===== config.mk =====
export PLATFORM = sky130hd
export DESIGN_NAME = grs_ctrl
export DESIGN_NICKNAME = d
export VERILOG_FILES = /design/src/hw/rtl/grs_pkg.sv /design/src/hw/rtl/grs_ctrl.sv
export VERILOG_INCLUDE_DIRS = /design/src /design/src/hw/rtl
export SDC_FILE = /design/constraint.sdc
export NUM_CORES = 1
export LEC_CHECK = 0
export BUFFER_PORTS_ARGS = -buffer_cell sky130_fd_sc_hd__buf_2
export CORE_AREA = 2 2 39 41
export CTS_CLUSTER_DIAMETER = 200
export CTS_CLUSTER_SIZE = 28
export DETAILED_ROUTE_END_ITERATION = 16
export DIE_AREA = 0 0 41 43
export SKIP_LAST_GASP = 1
export SLEW_MARGIN = 10
export SYNTH_ARGS = -nofsm -noshare
export SYNTH_HDL_FRONTEND = slang
export SYNTH_SLANG_ARGS = --single-unit
export TNS_END_PERCENT = 10

===== constraint.sdc =====
create_clock -name clk -period 0.8 [get_ports clk]
set_input_delay 0.04 -clock clk [delete_from_list [all_inputs] [get_ports clk]]
set_output_delay 0.04 -clock clk [all_outputs]
set_load 0.05 [all_outputs]

===== src/hw/rtl/gaussian_rejection_sampler_assert.svh =====
// ---------------------------------------------------------------------------
// Gaussian rejection sampler assertion macros
// Clocked assertion shorthands shared by the sampler modules.
// ---------------------------------------------------------------------------
`ifndef GAUSSIAN_REJECTION_SAMPLER_ASSERT_SVH
`define GAUSSIAN_REJECTION_SAMPLER_ASSERT_SVH

// Property checked on every rising edge of clk while not in reset.
`define GRS_ASSERT(label, prop, msg) \
	label: assert property (@(posedge clk) disable iff (!arst_n) prop) else $error(msg);

// Condition that must never hold outside reset.
`define GRS_ASSERT_NEVER(label, cond, msg) \
	label: assert property (@(posedge clk) disable iff (!arst_n) !(cond)) else $error(msg);

`endif


===== src/hw/rtl/grs_pkg.sv =====
// ---------------------------------------------------------------------------
// Gaussian rejection sampler package
// Widths, constants, controller types and the exponential lookup table.
// ---------------------------------------------------------------------------
`default_nettype none

package grs_pkg;

	localparam int SAMPLE_WIDTH = 16;
	localparam int EXP_ENTRIES  = 256;
	localparam int EXP_BITS     = $clog2(EXP_ENTRIES);
	localparam int EXP_IDX_W    = EXP_BITS + 1;

	localparam int SEED_W      = 31;
	localparam int COUNT_W     = 24;
	localparam int ENV_W       = 32;
	localparam int CFG_IDX_W   = 1;
	localparam int CFG_DATA_W  = 31;
	localparam int IN_TDATA_W  = 8;
	localparam int OUT_TDATA_W = ((SAMPLE_WIDTH + ENV_W + 7) / 8) * 8;

	localparam logic [30:0] PM_MOD    = 31'h7FFF_FFFF;
	localparam logic [14:0] PM_MUL    = 15'd16807;
	localparam logic [30:0] ONE_Q30   = 31'h4000_0000;
	localparam logic [62:0] ENV_LIMIT = 63'd1398493785088105381;
	localparam logic [31:0] RECIP_10  = 32'hCCCC_CCCD;

	localparam logic [SEED_W-1:0]  SEED_RESET  = SEED_W'(1);
	localparam logic [COUNT_W-1:0] COUNT_RESET = COUNT_W'(50000);

	typedef enum logic [CFG_IDX_W-1:0] {
		REG_SEED         = 1'b0,
		REG_SAMPLE_COUNT = 1'b1
	} grs_reg_t;

	typedef enum logic [2:0] {
		ST_IDLE,
		ST_GEN1,
		ST_GEN2,
		ST_GEN3,
		ST_MUL,
		ST_ENV,
		ST_INTERP,
		ST_DECIDE
	} grs_state_t;

	typedef struct packed {
		logic take;
		logic gen1;
		logic gen2;
		logic gen3;
		logic mul;
		logic env;
		logic interp;
		logic decide;
	} grs_cmd_t;

	typedef struct packed {
		logic run_trial;
		logic accept;
		logic out_busy;
	} grs_sts_t;

	typedef logic [30:0] exp_tab_t [0:EXP_ENTRIES];

	// One step of the generator: 16807 * s modulo 2^31-1 by folding the high bits.
	function automatic logic [30:0] pm_next(input logic [30:0] s);
		logic [45:0] p;
		logic [31:0] r;
		p = 46'(s) * 46'(PM_MUL);
		r = 32'(p[30:0]) + 32'(p[45:31]);
		if (r >= 32'(PM_MOD)) begin
			r = r - 32'(PM_MOD);
		end
		return r[30:0];
	endfunction

	function automatic logic [63:0] mulq(input logic [63:0] a, input logic [63:0] b);
		logic [63:0] p;
		p = (a * b) >> 30;
		return p;
	endfunction

	// exp(-k/(2E)) in Q.30 from a truncated alternating series through the twentieth power.
	function automatic logic [30:0] exp_entry(input int unsigned k);
		logic [63:0] t;
		logic [63:0] term;
		longint      sum;
		t    = (64'(k) << 29) / EXP_ENTRIES;
		term = 64'(ONE_Q30);
		sum  = longint'(ONE_Q30);
		term = mulq(term, t);           sum = sum - longint'(term);
		term = mulq(term, t) / 64'd2;   sum = sum + longint'(term);
		term = mulq(term, t) / 64'd3;   sum = sum - longint'(term);
		term = mulq(term, t) / 64'd4;   sum = sum + longint'(term);
		term = mulq(term, t) / 64'd5;   sum = sum - longint'(term);
		term = mulq(term, t) / 64'd6;   sum = sum + longint'(term);
		term = mulq(term, t) / 64'd7;   sum = sum - longint'(term);
		term = mulq(term, t) / 64'd8;   sum = sum + longint'(term);
		term = mulq(term, t) / 64'd9;   sum = sum - longint'(term);
		term = mulq(term, t) / 64'd10;  sum = sum + longint'(term);
		term = mulq(term, t) / 64'd11;  sum = sum - longint'(term);
		term = mulq(term, t) / 64'd12;  sum = sum + longint'(term);
		term = mulq(term, t) / 64'd13;  sum = sum - longint'(term);
		term = mulq(term, t) / 64'd14;  sum = sum + longint'(term);
		term = mulq(term, t) / 64'd15;  sum = sum - longint'(term);
		term = mulq(term, t) / 64'd16;  sum = sum + longint'(term);
		term = mulq(term, t) / 64'd17;  sum = sum - longint'(term);
		term = mulq(term, t) / 64'd18;  sum = sum + longint'(term);
		term = mulq(term, t) / 64'd19;  sum = sum - longint'(term);
		term = mulq(term, t) / 64'd20;  sum = sum + longint'(term);
		if (sum < 0) begin
			sum = 0;
		end
		if (sum > longint'(ONE_Q30)) begin
			sum = longint'(ONE_Q30);
		end
		return 31'(sum);
	endfunction

	function automatic exp_tab_t build_exp_tab();
		exp_tab_t tab;
		for (int k = 0; k <= EXP_ENTRIES; k++) begin
			tab[k] = exp_entry(k);
		end
		return tab;
	endfunction

	localparam exp_tab_t EXP_TAB = build_exp_tab();

endpackage

`default_nettype wire


===== src/hw/rtl/grs_ctrl.sv =====
// ---------------------------------------------------------------------------
// Sampler controller
// Sequences one trial through generator steps, multiplies, tests and output.
// ---------------------------------------------------------------------------
`default_nettype none

`include "gaussian_rejection_sampler_assert.svh"

module grs_ctrl
	import grs_pkg::*;
(
	input  wire logic     clk,
	input  wire logic     arst_n,
	input  wire logic     s_tvalid,
	output logic          s_tready,
	input  wire grs_sts_t sts,
	output grs_cmd_t      cmd
);

	grs_state_t state_q;
	grs_state_t state_d;

	always_ff @(posedge clk or negedge arst_n) begin
		if (!arst_n) begin
			state_q <= ST_IDLE;
		end else begin
			state_q <= state_d;
		end
	end

	always_comb begin
		state_d  = state_q;
		cmd      = '0;
		s_tready = 1'b0;
		unique case (state_q)
			ST_IDLE: begin
				s_tready = 1'b1;
				if (s_tvalid) begin
					cmd.take = 1'b1;
					if (sts.run_trial) begin
						state_d = ST_GEN1;
					end
				end
			end
			ST_GEN1: begin
				cmd.gen1 = 1'b1;
				state_d  = ST_GEN2;
			end
			ST_GEN2: begin
				cmd.gen2 = 1'b1;
				state_d  = ST_GEN3;
			end
			ST_GEN3: begin
				cmd.gen3 = 1'b1;
				state_d  = ST_MUL;
			end
			ST_MUL: begin
				cmd.mul = 1'b1;
				state_d = ST_ENV;
			end
			ST_ENV: begin
				cmd.env = 1'b1;
				state_d = ST_INTERP;
			end
			ST_INTERP: begin
				cmd.interp = 1'b1;
				state_d    = ST_DECIDE;
			end
			ST_DECIDE: begin
				if (!(sts.accept && sts.out_busy)) begin
					cmd.decide = 1'b1;
					state_d    = ST_IDLE;
				end
			end
			default: begin
				state_d = ST_IDLE;
			end
		endcase
	end

	`GRS_ASSERT(a_decide_holds_on_stall,
		(state_q == ST_DECIDE && sts.accept && sts.out_busy) |=> state_q == ST_DECIDE,
		"accepted trial left the decide step while the output was occupied")
	`GRS_ASSERT(a_finished_stays_idle,
		(state_q == ST_IDLE && s_tvalid && !sts.run_trial) |=> state_q == ST_IDLE,
		"a trial started after the sample run had finished")
	`GRS_ASSERT_NEVER(a_decide_into_busy,
		cmd.decide && sts.accept && sts.out_busy,
		"a result was loaded over one not yet taken")

endmodule

`default_nettype wire


==> qor.txt <==
post-synthesis mux area share -> 0%
R2R setup slack -> -0.22 ns
largest family of logic cells by synthesized area -> simple AND/OR/NAND/NOR gates
PortBufs -> 14
via count -> 296
slew margin rel. -> 83.6%
Simple-Gate Fraction of Synth Area -> 45.6%
chip width -> 41 um
post-route ant nets -> 0
total CTS buffers -> 3
Clock Skews -> 0.00824 ns
# IOs -> 15
# H-tree levels -> 1
filler instances -> 146
Max Cap Viol -> 0
Adder-Cell Fraction of Synth Area -> 0%
Vias/cell -> 4.29
fin crit share -> 160%
DP Area -> 379 um^2
CORE AREA -> 1380 um^2
Worst Setup SP -> state_q[0]
Synth top area share -> 29.1%
count of final setup violators -> 12
Final Routed Wirelength -> 714 um
DRT iter0 DRCs -> 0
clk buf depth -> 2
CTS tree -> yes
CTS root buf -> clkbuf_4
Area Growth Syn to Fin -> 102%
Initial Util -> 18.6%
Fin. Hold Viols -> 0
post-synthesis sequential area ratio -> 29.1%
GRT overflow -> 0
ranking of synthesized cells by area -> dfrtp_1 (29%), buf_6 (13%), and2_1 (9.7%), and3b_1 (6.8%), nor3_4 (6.3%)
ordered cell list for the critical path -> buf_6 > and3b_1 > buf_6
layout cells sized above 1 -> 71.7%
fmax -> 0.781 GHz
Most flops, register -> state_q
worst-case vdd ir drop -> 0.00149 V
HP Class -> input port to register
FP Rows -> 14
first-pass GRT wire length -> 1.15 mm
R2R Path Start -> state_q[2]
CP required -> 0.76 ns
switching power -> 0.00125 W
RSZ-0062 raised after global routing -> true
Avg Cell Area, Syn -> 9.55 um^2
post-synthesis compound-gate area fraction -> 12.1%
largest net degree at the start of global routing -> 8
Final Critical Period -> 1.28 ns
leak pwr -> 0.249 nW
drt wl/cell -> 10.3 um
GRT Util Overall -> 10.6%
final worst slack -> -0.480 ns
syn nets -> 33
sequential power share -> 15.1%
Yosys reg bits -> 3
number of flip-flops in the largest register -> 3
Worst-Margin Slew -> 0.248 ns
critical path arrival -> 1.24 ns
Cell Pwr Density -> 5020 nW/um^2
P_int -> 0.00137 W
Clock Latency Late Sink -> 0.24 ns
Finished Cell Area -> 522 um^2
Worst Reg2Reg Path Length in Cells -> 4
routability cong. -> 0.771
Sw Ratio -> 47.8%
DP Wirelength -> 472 um
delay of the slowest cell on the worst path -> 0.48 ns
Final Net Count -> 60
Reg-to-Reg End -> state_q[0]
Slowest cell on crit path -> dfrtp_2
most frequent cells in the layout -> buf_6 (8), buf_4 (8), buf_2 (6)
CP Capture Point -> cmd[1]
startpoint types -> register
Yosys warnings -> 0
Residual DRC -> 0
CP Class -> register to primary output
failing checks -> setup timing
DIE AREA -> 1760 um^2
vias in the first global route -> 270
cell mode on critical path -> buf_6
post-synth top area cell -> dfrtp_1
Cell variety after synth -> 16
Clock transition at path regs -> 0.04 ns
die height -> 43 um
Final Max Tran Viols -> 0
Clock power frac -> 10.7%
CP Max Fanout -> 7
initial antenna violation count -> 0
Regs by FF count -> state_q: 3 flops
Design Power -> 0.00262 W
status -> complete, but fails checks
Comb pwr share -> 74.2%
synthesized instance count -> 27
Cell Area, Synth -> 258 um^2
TritonCTS Sinks -> 3
endpoint class of the critical path -> primary output
post-synthesis xor/xnor area fraction -> 0%
worst slack, placed -> -0.343 ns
# diodes -> 0
drt pass-1 iters -> 1
worst min-delay path by stage:
stage / slack (ns) / endpoint / cells after the start / from
after global placement: -0.16 / state_q[0] / 1 / arst_n
after detailed placement: -0.16 / state_q[2] / 1 / arst_n
after floorplan: -0.26 / state_q[0] / 0 / arst_n
after global routing: 0.06 / state_q[1] / 3 / sts[1]
after CTS: 0.06 / state_q[1] / 3 / sts[1]
final: 0.06 / state_q[1] / 3 / sts[0]
logic make-up (layout without fill, tap and decap cells):
| logic type | count (synthesis) | count (layout) |
|---|---|---|
| and+or+nand+nor | 16 | 16 |
| AOI/OAI and AO/OA | 5 | 5 |
| DFF | 3 | 3 |
| buffers and inverters | 3 | 29 |
per-layer routing:
layer	track usage (%)	vias up	part of all wire (%)
li1	-	146	-
met1	10.4	139	38
met2	15.3	11	56
met3	4.71	0	5.7
met4	10.0	0	0
met5	0	-	0
cell type report:
type                       count  area (um^2)  area share, %
multi-input combinational     21          179           34.3
timing repair buffer          25          220           42.2
tap                           16         20.0           3.84
sequential                     3         76.3           14.6
clock buffer                   4         26.3           5.04
cell usage after synthesis:
cell / n
and2b_1: 1
nand2b_1: 1
nand3_2: 1
a21oi_2: 1
and3_1: 1
nand2_1: 1
nand4_1: 1
dfrtp_1: 3
nor2_1: 1
a21oi_1: 3
buf_6: 3
nor3b_1: 2
nor3_4: 1
and2_1: 4
o211ai_1: 1
and3b_1: 2
per-stage QoR:
stage               setup TNS, ns  util [%]  cells  hold slack [ns]
floorplan                   -3.00         -     27           -0.256
global placement            -2.92      27.4     61           -0.164
detailed placement          -3.07      27.4     61           -0.159
CTS                         -4.70      36.3     69           0.0636
global route                -5.27      37.7     69           0.0597
finish                      -4.68      37.7     69           0.0635
critical path: cells and delay by family (launching register included):
kind / cells / cell delay (ns)
buf+inv: 2 / 0.31
flops: 1 / 0.48
simple gates: 1 / 0.21
power by group through the flow:
stage                     sequential, W  clock, W  combinational, W
after detailed placement       0.000361         0           0.00147
after floorplan                0.000289         0           0.00121
after global routing           0.000412  0.000314           0.00206
after CTS                      0.000382  0.000283           0.00188
after global placement         0.000356         0           0.00146
final                          0.000396  0.000279           0.00194
timing repair:
action,4_1_cts,5_1_grt
endpoints found under the setup margin,12,12
gates resized for setup,21,5
pin swaps,0,1
hold endpoints to repair,3,0
hold buffers,1,0
buffers inserted,3,0
No activity file was read; power rests on OpenSTA's default activity.
